## src/hw/rtl/bmmh_pkg.sv

```systemverilog
// bmmh_pkg: shared constants, codes, state encoding and result type of the bounded min-max heap
// no dependencies; used by bmmh_engine and bounded_min_max_heap_core
`timescale 1ns / 1ps

package bmmh_pkg;

   // storage geometry
   localparam int DEPTH  = 1024;
   localparam int ADDR_W = $clog2(DEPTH);
   localparam int CNT_W  = ADDR_W + 1;
   localparam int IDX_W  = ADDR_W + 2;
   localparam int MSB_W  = $clog2(ADDR_W + 1);
   localparam int WORD_W = 64;
   localparam int POS_W  = 10;
   localparam int CAP_W  = 11;
   localparam int SCAN_N = 6;

   // command codes
   localparam logic [1:0] CMD_PUSH  = 2'd0;
   localparam logic [1:0] CMD_POP   = 2'd1;
   localparam logic [1:0] CMD_TAKE  = 2'd2;
   localparam logic [1:0] CMD_CLEAR = 2'd3;

   // status codes
   localparam logic [2:0] ST_INSERTED = 3'd0;
   localparam logic [2:0] ST_EVICTED  = 3'd1;
   localparam logic [2:0] ST_REJECTED = 3'd2;
   localparam logic [2:0] ST_REMOVED  = 3'd3;
   localparam logic [2:0] ST_NOTHING  = 3'd4;
   localparam logic [2:0] ST_CLEARED  = 3'd5;

   typedef enum logic [23:0] {
      S_IDLE      = 24'h000001,
      S_START     = 24'h000002,
      S_PUSH_PAR  = 24'h000004,
      S_FULL_A    = 24'h000008,
      S_FULL_B    = 24'h000010,
      S_FULL_C    = 24'h000020,
      S_FULL_D    = 24'h000040,
      S_EVICT     = 24'h000080,
      S_LOAD_B    = 24'h000100,
      S_LOAD_C    = 24'h000200,
      S_REP       = 24'h000400,
      S_REP_PAR   = 24'h000800,
      S_CLIMB     = 24'h001000,
      S_CLIMB_CMP = 24'h002000,
      S_SINK      = 24'h004000,
      S_SCAN      = 24'h008000,
      S_DECIDE    = 24'h010000,
      S_FIN       = 24'h020000,
      S_SWAPPAR   = 24'h040000,
      S_SUM_A     = 24'h080000,
      S_SUM_B     = 24'h100000,
      S_SUM_C     = 24'h200000,
      S_SUM_D     = 24'h400000,
      S_OUT       = 24'h800000
   } state_type;

   // what follows a climb
   typedef enum logic [1:0] {
      POST_NONE    = 2'd0,
      POST_ALWAYS  = 2'd1,
      POST_IFSTILL = 2'd2
   } post_type;

   typedef struct packed {
      logic [2:0]        status;
      logic [WORD_W-1:0] out_word;
      logic [WORD_W-1:0] best_word;
      logic              best_valid;
      logic [WORD_W-1:0] worst_word;
      logic              worst_valid;
      logic [CNT_W-1:0]  entry_count;
   } res_type;

   // position lies on a min level when the bit length of idx+1 is odd
   function automatic logic min_level(input logic [ADDR_W-1:0] idx);
      logic [ADDR_W:0]  v;
      logic [MSB_W-1:0] msb;
      v   = {1'b0, idx} + (ADDR_W + 1)'(1);
      msb = '0;
      for (int b = 0; b <= ADDR_W; b++) begin
         if (v[b]) msb = MSB_W'(b);
      end
      return ~msb[0];
   endfunction

endpackage

```

## src/hw/rtl/bmmh_engine.sv

```systemverilog
// bmmh_engine: sequencer that runs push, pop, take and clear on the heap ram, one access a cycle
// depends on bmmh_pkg; drives the ports of one bmmh_ram
`timescale 1ns / 1ps

module bmmh_engine (
   input  logic                         clock,
   input  logic                         reset,
   input  logic                         req_valid,
   output logic                         req_ready,
   input  logic [1:0]                   req_cmd,
   input  logic [bmmh_pkg::WORD_W-1:0]  req_data_word,
   input  logic [bmmh_pkg::POS_W-1:0]   req_position,
   input  logic [bmmh_pkg::CNT_W-1:0]   cap,
   input  logic                         slot_free,
   output logic                         res_valid,
   output bmmh_pkg::res_type            res,
   output logic                         wr_en,
   output logic [bmmh_pkg::ADDR_W-1:0]  wr_addr,
   output logic [bmmh_pkg::WORD_W-1:0]  wr_data,
   output logic                         rd_en,
   output logic [bmmh_pkg::ADDR_W-1:0]  rd_addr,
   input  logic [bmmh_pkg::WORD_W-1:0]  rd_data
);

   localparam int AW = bmmh_pkg::ADDR_W;
   localparam int CW = bmmh_pkg::CNT_W;
   localparam int IW = bmmh_pkg::IDX_W;
   localparam int WW = bmmh_pkg::WORD_W;

   bmmh_pkg::state_type state_ff, state_in;
   bmmh_pkg::post_type  post_ff, post_in;
   logic [1:0]    cmd_ff, cmd_in;
   logic [WW-1:0] word_ff, word_in;
   logic [CW-1:0] n_ff, n_in;
   logic [AW-1:0] i_ff, i_in;
   logic [WW-1:0] v_ff, v_in;
   logic          hi_ff, hi_in;
   logic          moved_ff, moved_in;
   logic [AW-1:0] s_i_ff, s_i_in;
   logic [WW-1:0] s_val_ff, s_val_in;
   logic          s_hi_ff, s_hi_in;
   logic [2:0]    status_ff, status_in;
   logic [WW-1:0] ow_ff, ow_in;
   logic [WW-1:0] t1_ff, t1_in;
   logic [WW-1:0] ev_ff, ev_in;
   logic [AW-1:0] mp_ff, mp_in;
   logic [2:0]    scan_k_ff, scan_k_in;
   logic          scan_have_ff, scan_have_in;
   logic [AW-1:0] rd_idx_ff, rd_idx_in;
   logic [AW-1:0] best_idx_ff, best_idx_in;
   logic [WW-1:0] best_val_ff, best_val_in;
   logic [WW-1:0] cv0_ff, cv0_in;
   logic [WW-1:0] cv1_ff, cv1_in;
   logic [WW-1:0] h0_ff, h0_in;
   logic [WW-1:0] h1_ff, h1_in;
   logic [WW-1:0] h2_ff, h2_in;

   // index arithmetic around the current position
   logic [IW-1:0] c_idx, g_idx, cand, n_ext;
   logic [AW-1:0] par_i, gpar_i, par_n, bpar;
   logic [CW-1:0] nn;
   logic          mn;
   logic          climb_fin;
   logic          full;
   logic [WW-1:0] worst;

   assign c_idx  = {1'b0, i_ff, 1'b1};
   assign g_idx  = {i_ff, 2'b11};
   assign n_ext  = {1'b0, n_ff};
   assign par_i  = (i_ff - AW'(1)) >> 1;
   assign gpar_i = (i_ff - AW'(3)) >> 2;
   assign par_n  = (n_ff[AW-1:0] - AW'(1)) >> 1;
   assign bpar   = (best_idx_ff - AW'(1)) >> 1;
   assign nn     = n_ff - CW'(1);
   assign mn     = bmmh_pkg::min_level(i_ff);

   // candidate list of a sink step: two children, then four grandchildren
   always_comb begin
      case (scan_k_ff)
         3'd0:    cand = c_idx;
         3'd1:    cand = c_idx + IW'(1);
         3'd2:    cand = g_idx;
         3'd3:    cand = g_idx + IW'(1);
         3'd4:    cand = g_idx + IW'(2);
         default: cand = g_idx + IW'(3);
      endcase
   end

   // summary of the heap after the operation
   assign full = (n_ff != '0) && (n_ff >= cap);
   always_comb begin
      if (n_ff < CW'(3)) worst = (n_ff == CW'(1)) ? h0_ff : h1_ff;
      else               worst = (h1_ff < h2_ff) ? h2_ff : h1_ff;
   end

   always_comb begin
      res.status      = status_ff;
      res.out_word    = ow_ff;
      res.best_word   = (n_ff != '0) ? h0_ff : '0;
      res.best_valid  = (n_ff != '0);
      res.worst_word  = full ? worst : '0;
      res.worst_valid = full;
      res.entry_count = n_ff;
   end

   // sequencer
   always_comb begin
      state_in     = state_ff;
      post_in      = post_ff;
      cmd_in       = cmd_ff;
      word_in      = word_ff;
      n_in         = n_ff;
      i_in         = i_ff;
      v_in         = v_ff;
      hi_in        = hi_ff;
      moved_in     = moved_ff;
      s_i_in       = s_i_ff;
      s_val_in     = s_val_ff;
      s_hi_in      = s_hi_ff;
      status_in    = status_ff;
      ow_in        = ow_ff;
      t1_in        = t1_ff;
      ev_in        = ev_ff;
      mp_in        = mp_ff;
      scan_k_in    = scan_k_ff;
      scan_have_in = scan_have_ff;
      rd_idx_in    = rd_idx_ff;
      best_idx_in  = best_idx_ff;
      best_val_in  = best_val_ff;
      cv0_in       = cv0_ff;
      cv1_in       = cv1_ff;
      h0_in        = h0_ff;
      h1_in        = h1_ff;
      h2_in        = h2_ff;
      req_ready    = 1'b0;
      res_valid    = 1'b0;
      wr_en        = 1'b0;
      wr_addr      = i_ff;
      wr_data      = v_ff;
      rd_en        = 1'b0;
      rd_addr      = i_ff;
      climb_fin    = 1'b0;

      case (state_ff)
         bmmh_pkg::S_IDLE: begin
            req_ready = 1'b1;
            if (req_valid) begin
               cmd_in   = req_cmd;
               word_in  = req_data_word;
               i_in     = AW'(req_position);
               state_in = bmmh_pkg::S_START;
            end
         end

         // dispatch on the command
         bmmh_pkg::S_START: begin
            ow_in = '0;
            case (cmd_ff)
               bmmh_pkg::CMD_PUSH: begin
                  if (n_ff < cap) begin
                     status_in = bmmh_pkg::ST_INSERTED;
                     i_in      = n_ff[AW-1:0];
                     v_in      = word_ff;
                     n_in      = n_ff + CW'(1);
                     if (n_ff == '0) begin
                        wr_en    = 1'b1;
                        wr_addr  = '0;
                        wr_data  = word_ff;
                        state_in = bmmh_pkg::S_SUM_A;
                     end else begin
                        rd_en    = 1'b1;
                        rd_addr  = par_n;
                        state_in = bmmh_pkg::S_PUSH_PAR;
                     end
                  end else begin
                     state_in = bmmh_pkg::S_FULL_A;
                  end
               end
               bmmh_pkg::CMD_POP: begin
                  if (n_ff == '0) begin
                     status_in = bmmh_pkg::ST_NOTHING;
                     state_in  = bmmh_pkg::S_SUM_A;
                  end else begin
                     status_in = bmmh_pkg::ST_REMOVED;
                     i_in      = '0;
                     rd_en     = 1'b1;
                     rd_addr   = '0;
                     state_in  = bmmh_pkg::S_LOAD_B;
                  end
               end
               bmmh_pkg::CMD_TAKE: begin
                  if ({1'b0, i_ff} < n_ff) begin
                     status_in = bmmh_pkg::ST_REMOVED;
                     rd_en     = 1'b1;
                     rd_addr   = i_ff;
                     state_in  = bmmh_pkg::S_LOAD_B;
                  end else begin
                     status_in = bmmh_pkg::ST_NOTHING;
                     state_in  = bmmh_pkg::S_SUM_A;
                  end
               end
               default: begin
                  n_in      = '0;
                  status_in = bmmh_pkg::ST_CLEARED;
                  state_in  = bmmh_pkg::S_SUM_A;
               end
            endcase
         end

         // new word against its parent, then climb
         bmmh_pkg::S_PUSH_PAR: begin
            post_in  = bmmh_pkg::POST_NONE;
            moved_in = 1'b0;
            if (mn ? (rd_data < v_ff) : (v_ff < rd_data)) begin
               wr_en   = 1'b1;
               wr_data = rd_data;
               i_in    = par_i;
               hi_in   = mn;
            end else begin
               hi_in   = ~mn;
            end
            state_in = bmmh_pkg::S_CLIMB;
         end

         // full heap: locate the largest word
         bmmh_pkg::S_FULL_A: begin
            rd_en = 1'b1;
            if (n_ff >= CW'(3)) begin
               rd_addr  = AW'(1);
               state_in = bmmh_pkg::S_FULL_B;
            end else begin
               mp_in    = nn[AW-1:0];
               rd_addr  = nn[AW-1:0];
               state_in = bmmh_pkg::S_FULL_D;
            end
         end
         bmmh_pkg::S_FULL_B: begin
            t1_in    = rd_data;
            rd_en    = 1'b1;
            rd_addr  = AW'(2);
            state_in = bmmh_pkg::S_FULL_C;
         end
         bmmh_pkg::S_FULL_C: begin
            if (t1_ff < rd_data) begin
               mp_in = AW'(2);
               ev_in = rd_data;
            end else begin
               mp_in = AW'(1);
               ev_in = t1_ff;
            end
            state_in = bmmh_pkg::S_EVICT;
         end
         bmmh_pkg::S_FULL_D: begin
            ev_in    = rd_data;
            state_in = bmmh_pkg::S_EVICT;
         end
         bmmh_pkg::S_EVICT: begin
            if (word_ff < ev_ff) begin
               status_in = bmmh_pkg::ST_EVICTED;
               ow_in     = ev_ff;
               i_in      = mp_ff;
               v_in      = word_ff;
               state_in  = bmmh_pkg::S_REP;
            end else begin
               status_in = bmmh_pkg::ST_REJECTED;
               ow_in     = word_ff;
               state_in  = bmmh_pkg::S_SUM_A;
            end
         end

         // removal: take the word out, pull the last entry into the hole
         bmmh_pkg::S_LOAD_B: begin
            ow_in = rd_data;
            n_in  = nn;
            if ({1'b0, i_ff} < nn) begin
               rd_en    = 1'b1;
               rd_addr  = nn[AW-1:0];
               state_in = bmmh_pkg::S_LOAD_C;
            end else begin
               state_in = bmmh_pkg::S_SUM_A;
            end
         end
         bmmh_pkg::S_LOAD_C: begin
            v_in = rd_data;
            if (cmd_ff == bmmh_pkg::CMD_POP) begin
               hi_in    = 1'b0;
               state_in = bmmh_pkg::S_SINK;
            end else begin
               state_in = bmmh_pkg::S_REP;
            end
         end

         // repair around the carried word at i
         bmmh_pkg::S_REP: begin
            if (i_ff == '0) begin
               hi_in    = 1'b0;
               state_in = bmmh_pkg::S_SINK;
            end else begin
               rd_en    = 1'b1;
               rd_addr  = par_i;
               state_in = bmmh_pkg::S_REP_PAR;
            end
         end
         bmmh_pkg::S_REP_PAR: begin
            moved_in = 1'b0;
            if (mn ? (rd_data < v_ff) : (v_ff < rd_data)) begin
               wr_en    = 1'b1;
               wr_data  = rd_data;
               s_i_in   = i_ff;
               s_val_in = rd_data;
               s_hi_in  = ~mn;
               post_in  = bmmh_pkg::POST_ALWAYS;
               i_in     = par_i;
               hi_in    = mn;
            end else begin
               post_in  = bmmh_pkg::POST_IFSTILL;
               hi_in    = ~mn;
            end
            state_in = bmmh_pkg::S_CLIMB;
         end

         // climb through grandparents
         bmmh_pkg::S_CLIMB: begin
            if (i_ff >= AW'(3)) begin
               rd_en    = 1'b1;
               rd_addr  = gpar_i;
               state_in = bmmh_pkg::S_CLIMB_CMP;
            end else begin
               climb_fin = 1'b1;
            end
         end
         bmmh_pkg::S_CLIMB_CMP: begin
            if (hi_ff ? (rd_data < v_ff) : (v_ff < rd_data)) begin
               wr_en    = 1'b1;
               wr_data  = rd_data;
               i_in     = gpar_i;
               moved_in = 1'b1;
               state_in = bmmh_pkg::S_CLIMB;
            end else begin
               climb_fin = 1'b1;
            end
         end

         // sink: scan children and grandchildren
         bmmh_pkg::S_SINK: begin
            if (c_idx >= n_ext) begin
               wr_en    = 1'b1;
               state_in = bmmh_pkg::S_SUM_A;
            end else begin
               scan_k_in    = '0;
               scan_have_in = 1'b0;
               state_in     = bmmh_pkg::S_SCAN;
            end
         end
         bmmh_pkg::S_SCAN: begin
            if (scan_have_ff) begin
               if ((scan_k_ff == 3'd1) ||
                   (hi_ff ? (best_val_ff < rd_data) : (rd_data < best_val_ff))) begin
                  best_idx_in = rd_idx_ff;
                  best_val_in = rd_data;
               end
               if (scan_k_ff == 3'd1) cv0_in = rd_data;
               if (scan_k_ff == 3'd2) cv1_in = rd_data;
            end
            if ((scan_k_ff < 3'(bmmh_pkg::SCAN_N)) && (cand < n_ext)) begin
               rd_en        = 1'b1;
               rd_addr      = cand[AW-1:0];
               rd_idx_in    = cand[AW-1:0];
               scan_have_in = 1'b1;
               scan_k_in    = scan_k_ff + 3'd1;
            end else begin
               scan_have_in = 1'b0;
               state_in     = bmmh_pkg::S_DECIDE;
            end
         end
         bmmh_pkg::S_DECIDE: begin
            wr_en = 1'b1;
            if (!(hi_ff ? (v_ff < best_val_ff) : (best_val_ff < v_ff))) begin
               state_in = bmmh_pkg::S_SUM_A;
            end else begin
               wr_data = best_val_ff;
               i_in    = best_idx_ff;
               if ({2'b00, best_idx_ff} < g_idx) begin
                  state_in = bmmh_pkg::S_FIN;
               end else begin
                  mp_in = bpar;
                  ev_in = (bpar == c_idx[AW-1:0]) ? cv0_ff : cv1_ff;
                  if (hi_ff ? (v_ff < ((bpar == c_idx[AW-1:0]) ? cv0_ff : cv1_ff))
                            : (((bpar == c_idx[AW-1:0]) ? cv0_ff : cv1_ff) < v_ff)) begin
                     state_in = bmmh_pkg::S_SWAPPAR;
                  end else begin
                     state_in = bmmh_pkg::S_SINK;
                  end
               end
            end
         end
         bmmh_pkg::S_FIN: begin
            wr_en    = 1'b1;
            state_in = bmmh_pkg::S_SUM_A;
         end
         bmmh_pkg::S_SWAPPAR: begin
            wr_en    = 1'b1;
            wr_addr  = mp_ff;
            v_in     = ev_ff;
            state_in = bmmh_pkg::S_SINK;
         end

         // read the three top entries for the result
         bmmh_pkg::S_SUM_A: begin
            rd_en    = 1'b1;
            rd_addr  = '0;
            state_in = bmmh_pkg::S_SUM_B;
         end
         bmmh_pkg::S_SUM_B: begin
            h0_in    = rd_data;
            rd_en    = 1'b1;
            rd_addr  = AW'(1);
            state_in = bmmh_pkg::S_SUM_C;
         end
         bmmh_pkg::S_SUM_C: begin
            h1_in    = rd_data;
            rd_en    = 1'b1;
            rd_addr  = AW'(2);
            state_in = bmmh_pkg::S_SUM_D;
         end
         bmmh_pkg::S_SUM_D: begin
            h2_in    = rd_data;
            state_in = bmmh_pkg::S_OUT;
         end
         bmmh_pkg::S_OUT: begin
            if (slot_free) begin
               res_valid = 1'b1;
               state_in  = bmmh_pkg::S_IDLE;
            end
         end
         default: begin
            state_in = bmmh_pkg::S_IDLE;
         end
      endcase

      // end of a climb: place the word, then maybe sink
      if (climb_fin) begin
         wr_en = 1'b1;
         if (post_ff == bmmh_pkg::POST_ALWAYS) begin
            i_in     = s_i_ff;
            v_in     = s_val_ff;
            hi_in    = s_hi_ff;
            state_in = bmmh_pkg::S_SINK;
         end else if ((post_ff == bmmh_pkg::POST_IFSTILL) && !moved_ff) begin
            state_in = bmmh_pkg::S_SINK;
         end else begin
            state_in = bmmh_pkg::S_SUM_A;
         end
      end
   end

   // control state
   always_ff @(posedge clock) begin
      if (reset) begin
         state_ff <= bmmh_pkg::S_IDLE;
         n_ff     <= '0;
      end else begin
         state_ff <= state_in;
         n_ff     <= n_in;
      end
   end

   // working registers
   always_ff @(posedge clock) begin
      post_ff      <= post_in;
      cmd_ff       <= cmd_in;
      word_ff      <= word_in;
      i_ff         <= i_in;
      v_ff         <= v_in;
      hi_ff        <= hi_in;
      moved_ff     <= moved_in;
      s_i_ff       <= s_i_in;
      s_val_ff     <= s_val_in;
      s_hi_ff      <= s_hi_in;
      status_ff    <= status_in;
      ow_ff        <= ow_in;
      t1_ff        <= t1_in;
      ev_ff        <= ev_in;
      mp_ff        <= mp_in;
      scan_k_ff    <= scan_k_in;
      scan_have_ff <= scan_have_in;
      rd_idx_ff    <= rd_idx_in;
      best_idx_ff  <= best_idx_in;
      best_val_ff  <= best_val_in;
      cv0_ff       <= cv0_in;
      cv1_ff       <= cv1_in;
      h0_ff        <= h0_in;
      h1_ff        <= h1_in;
      h2_ff        <= h2_in;
   end

endmodule
```

## config.mk

```make
export PLATFORM = sky130hd
export DESIGN_NAME = bmmh_engine
export DESIGN_NICKNAME = d
export VERILOG_FILES = /design/src/hw/rtl/bmmh_pkg.sv /design/src/hw/rtl/bmmh_engine.sv
export SDC_FILE = /design/constraint.sdc
export NUM_CORES = 2
export LEC_CHECK = 0
export CELL_PAD_IN_SITES_DETAIL_PLACEMENT = 1
export CELL_PAD_IN_SITES_GLOBAL_PLACEMENT = 2
export CORE_ASPECT_RATIO = 0.8
export CORE_MARGIN = 3
export CORE_UTILIZATION = 46
export CTS_CLUSTER_DIAMETER = 80
export DETAILED_ROUTE_END_ITERATION = 8
export DONT_BUFFER_PORTS = 1
export PLACE_DENSITY_LB_ADDON = 0.1
export SETUP_SLACK_MARGIN = 0.02
export SLEW_MARGIN = 10
export SYNTH_ARGS = -nofsm -noshare
export SYNTH_HDL_FRONTEND = slang
export SYNTH_SLANG_ARGS = --single-unit
```

## constraint.sdc

```tcl
create_clock -name clock -period 25.3 [get_ports clock]
set_input_delay 2.53 -clock clock [delete_from_list [all_inputs] [get_ports clock]]
set_output_delay 2.53 -clock clock [all_outputs]
set_load 0.005 [all_outputs]
```

# Word level (Yosys, flattened, before mapping)
# Cells that the tools add are included.
# op_classes
add_sub_neg	12
magnitude_cmp	22
n_eq_ne	47
n_mux	140
bitwise_logic	1
n_reduce_logical	38
# ops
cell	n
$mux W64	21
$lt A64 B64 Y1	11
$pmux W24 S22	1
$pmux W64 S4	2
$pmux W64 S3	2
$mux W10	22
$mux W20	9
$mux W24	7
$pmux W10 S9	1
$pmux W24 S3	1
$pmux W10 S2	3
$pmux W10 S6	1
$pmux W12 S5	1
$pmux W11 S2	2
$mux W1	41
$mux W19	2
$mux W15	2
$pmux W10 S3	1
$sub A10 B1 Y10 const B	3
$add A12 B2 Y12 const B	2
$eq A24 B1 Y1 const B	1
$eq A24 B10 Y1 const B	1
$eq A24 B11 Y1 const B	1
$eq A24 B12 Y1 const B	1
74 further kinds	121
# totals
ff_bits	867
inputBits	155
output_inout_bits	296
elab_cells	287

# Logic depth before layout (Yosys ltp)
# logic_depth
word_depth	16
ltp_mapped	22
depth_no_buf	21

# Worst setup path after synthesis
# OpenSTA, ideal clock, no wires.
# synth_timing
path_type	input -> register
startpoint	input port rd_data[15] (netlist bit)
endpoint	register s_hi_ff, enable pin
setup_ns	0.719
t_arrival_ns	12.027
required_time_ns	24.581
slack_ns	12.554
cell_stages	10
path_buffers	0
path_cell_list	inv_1 > ha_1 > nand4_1 > or4_1 > a21oi_1 > o41a_1 > o21ai_0 > a21oi_2 > a21oi_2 > nor4b_1
# synth_between
elab_chain_cells	3
elab_cells_between_ends	4
cone_classes	2 x order compare; 1 x mux; 1 x reduce/logical
# synth_lines
element	line	source
from (decl)	bmmh_engine.sv:22	input logic [bmmh_pkg::WORD_W-1:0] rd_data
$lt A64 B64 Y1	bmmh_engine.sv:306	if (mn ? (rd_data < v_ff) : (v_ff < rd_data)) begin
$mux W1 (*)	bmmh_engine.sv:306	
$reduce_and A2 Y1 (no line) (*)	-	
to (signal assigned)	bmmh_engine.sv:479	s_hi_ff <= s_hi_in;
to (decl)	bmmh_engine.sv:41	logic s_hi_ff, s_hi_in;
# Mark *: on every way between the ends. The rest lies on a longest branch, timed or not.
# A chain may end at the register's enable or synchronous reset.

# Worst setup path after layout
# layout_timing
startpoint	input port rd_data[42] (netlist bit)
endpoint	output port wr_data[28] (netlist bit)
# layout_between
elab_chain_cells	4
elab_cells_between_ends	7
cone_classes	2 x order compare; 5 x mux
# layout_lines
element	line	source
$lt A64 B64 Y1	bmmh_engine.sv:214, bmmh_engine.sv:306, bmmh_engine.sv:333	
$mux W1 (on tied branches)	bmmh_engine.sv:333, bmmh_engine.sv:214, bmmh_engine.sv:306	
$mux W64 (on tied branches)	bmmh_engine.sv:333, bmmh_engine.sv:214, bmmh_engine.sv:306	
$pmux W64 S4 (*)	bmmh_engine.sv:144	case (state_ff)
to (decl)	bmmh_engine.sv:19	output logic [bmmh_pkg::WORD_W-1:0] wr_data,
# Marked as above.

==> flow_summary.toml <==
[status]
status = "finished clean"

[synthesis]
mappedNetlistArea_um2 = 49900
biggest_area_consumer_among_synthesized_cells = "sky130_fd_sc_hd__edfxtp_1"
postSynthCellCount = 4517
synthTopCellsByArea = "sky130_fd_sc_hd__edfxtp_1, sky130_fd_sc_hd__ha_1, sky130_fd_sc_hd__dfxtp_1"
proportion_of_synthesized_chip_area_in_sequential_cells = 0.500
post_synth.cell_area_avg_um2 = 11.0
synth-async-reset-ratio = 0
mappedNetlistNets = 5190
synthFlopType = "sky130_fd_sc_hd__edfxtp_1"
netlist_top_cells_count = "sky130_fd_sc_hd__edfxtp_1, sky130_fd_sc_hd__ha_1, sky130_fd_sc_hd__inv_1, sky130_fd_sc_hd__nand2_1, sky130_fd_sc_hd__a21oi_1"
yosysTopAreaCellShare = 0.456
synth_edf_count = 757
synthMostInstantiatedCell = "sky130_fd_sc_hd__edfxtp_1"
synth_cell_types = 92
synth_warnings = 0
ys_ff_latch = 867

[timing]
fin_ws_ns = 15.55
layout_min_cycle_time_ns = 9.75
final_hold_viol_count = 0
worst_slew_margin_rel = 0.219
finalHoldWorstSlack_ns = 0.461
max_slew.worst_pin.slew_ns = 1.17
slew_violations = 0
setup_viol = 0
rsz0062_at_grt = "false"
clock_skew_ns = 0.0325
finalSetupTns_ns = 0
max_freq_mhz = 103
final.period_utilization = 0.385

[power_and_ir_drop]
report.power.total_uw = 4080
cellInternalPower_uw = 2860
powerDensity_nw_per_um2 = 74.2
power.switching_uw = 1220
netSwitchingFraction = 0.300
power.share.clock = 0.386
worst_ir_drop_vdd_v = 0.0000573
static-leakage-power_uw = 0.0214
seq_power_share = 0.418
share_comb_of_total_power = 0.195

[worst_setup_path]
worstReg2RegEnd = "state_ff[14]"
timing_worst_setup_path_type = "primary input to output port"
critPathCaptureType = "output port"
number_of_buffers_and_inverters_on_the_critical_path = 1
rr_startpoint = "i_ff[3]"
rr_worst_depth = 16
crit_path_max_incr_delay_ns = 0.85
reg2reg_slack_ns = 17.99
timing.critical_path.fanout_max = 65
critical_path.startpoint_type = "primary input"
required_time_of_the_worst_setup_path_ns = 22.77
cp_data_arrival_time_ns = 7.22
worstPathCellList = "inv_1, ha_1, nand4_1, nor4_1, nand4_1, or4_4, o31ai_4, nand2_4, mux2i_4, nand2b_1, nand2_4, a221o_1"
worst_path_max_delay_cell = "sky130_fd_sc_hd__nor4_1"
cpLargestDelayFamily = "simple AND/OR/NAND/NOR gates"

[floorplan]
start_util = 0.466
die_height_um = 300
die-area_um2 = 112000
core_area_um2 = 107000
boundaryPins = 451
rows = 107
die_width_um = 374

[final_layout]
fin_nets = 5152
syn_to_final_growth_pct = 10.3
layoutNonFillerInstCount = 5983
drive_gt1_frac = 0.0875

[clock_network]
cts_num_sinks = 867
cts_inserted_buffers = 96
clock_path_buffers = 3
cts-root-buf = "sky130_fd_sc_hd__clkbuf_16"
holdBufCountCts = 0
tritoncts = "built"
cts_post_setup_buffers_inserted = 0
htree_num_levels = 3
cts-resized-gates = 0
path_clk_slew_ns = 0.06
worst_skew_pair.late_latency_ns = 0.72

[hold_path]
min_to = "best_idx_ff[0]"
whs_path_depth = 0
hold_path.class = "register to register"
min-delay-start = "rd_idx_ff[0]"

[grt]
gr-total-overflow = 0
grt.total_usage = 0.371
number_of_global_route_vias_before_repair = 39000
grt_antenna_before_repair = 22
grt_first_pass_wirelength_um = 301000
grt_start_max_net_pins = 142

[route]
vias_per_cell = 6.68
drt-pass1-iter-count = 8
overall_routed_net_length_um = 213000
drc = 0
drtAntennaViolNets = 0
drt_first_iter_violations = 5748
vias = 40000
drt-wirelength-per-cell_um = 35.6

[place]
pre_cts_ws_ns = 15.67
place.detailed.hpwl_um = 154000
placed_cells_incl_taps = 5798
portBuffers = 0
routabilityCongestion = 0.976

[run]
max_cap_violations = 0
registers in the layout, indices dropped and copies added, names as in the netlist, 64 cells and up:
signal and count:
s_val_ff 64, ow_ff 64, v_ff 64, word_ff 64, t1_ff 64, ev_ff 64
h2_ff 64, cv0_ff 64, best_val_ff 64, h0_ff 64, cv1_ff 64, h1_ff 64
cell usage in the layout, fill, tap and decap left out, drive strengths merged, types with 60 or more instances in the layout:
cell type	n
a21o	119
a21oi	266
a221o	74
a22oi	72
a31oi	83
and2	138
buf	68
clkbuf	127
dfxtp	110
edfxtp	757
ha	518
inv	399
mux2	67
mux2i	68
nand2	349
nand3	60
nand4	90
nor2	220
o211ai	83
o21a	83
o21ai	172
o221a	64
o22ai	83
metrics by stage:
stage / utilization / area, um2
after detailed placement: 0.481 / 51500
after CTS: 0.514 / 55000
after floorplan: - / 49900
after global placement: 0.481 / 51500
after global routing: 0.514 / 55000
final: 0.514 / 55000
worst reg2reg max path, stage by stage (launching register included):
cell	delay, ns
sky130_fd_sc_hd__dfxtp_1	0.98
sky130_fd_sc_hd__inv_1	0.59
sky130_fd_sc_hd__xnor2_1	0.31
sky130_fd_sc_hd__nand4_1	0.22
sky130_fd_sc_hd__nor4_4	0.30
sky130_fd_sc_hd__buf_4	0.67
sky130_fd_sc_hd__buf_4	0.66
sky130_fd_sc_hd__mux2_2	0.45
sky130_fd_sc_hd__ha_1	0.38
sky130_fd_sc_hd__nand4_1	0.39
sky130_fd_sc_hd__nor4_1	0.42
sky130_fd_sc_hd__nand2_1	0.15
sky130_fd_sc_hd__or3_1	0.55
sky130_fd_sc_hd__o31ai_1	0.46
sky130_fd_sc_hd__mux2_2	0.29
sky130_fd_sc_hd__nand3_1	0.12
sky130_fd_sc_hd__a31oi_1	0.27
how the worst max path moves through the flow:
stage / from / end / slack [ns] / cells past startpoint
detailed placement: rd_data[41] / wr_data[28] / 15.67 / 12
finish: rd_data[42] / wr_data[28] / 15.55 / 12
CTS: rd_data[41] / wr_data[28] / 15.67 / 12
global route: rd_data[43] / wr_data[28] / 15.50 / 12
global placement: rd_data[43] / wr_data[28] / 15.68 / 12
floorplan: rd_data[15] / s_hi_ff / 12.55 / 10
final cells by class:
type	instances	area [um2]
Antenna cell	8	20.0
Clock buffer	127	2690
Clock inverter	50	797
Fill cell	11300	52000
Inverter	398	1490
Multi-Input combinational cell	3048	22800
Sequential cell	867	24900
Tap cell	1417	1770
Timing Repair Buffer	68	523
power by group through the flow:
stage          clock [uW]  combinational, uW  sequential, uW
2_1_floorplan           0                505            1690
3_3_place_gp            0                758            1730
3_5_place_dp            0                772            1730
4_1_cts              1590                780            1700
5_1_grt              1650                869            1710
6_report             1580                797            1710
layer usage:
metal | track usage | wire, um | vias to the layer above
met5 | 0 | 54 | -
met3 | 0.119 | 26100 | 287
met4 | 0.0894 | 5430 | 8
met2 | 0.515 | 85400 | 2229
li1 | - | - | 17100
met1 | 0.556 | 96000 | 20400
cell families (layout without fill, tap and decap cells):
family                     Yosys count  after routing  share of synthesized area
AOI/OAI and AO/OA                 1245           1245                      0.174
and+or+nand+nor                   1105           1105                      0.111
DFF                                867            867                      0.500
buffers and inverters              602            643                     0.0478
adders and majority gates          518            518                      0.130
muxes                              135            135                     0.0290
xor gates and xnor gates            45             45                    0.00790
other                                0              8                          0
(Power assumes the default switching activity.)
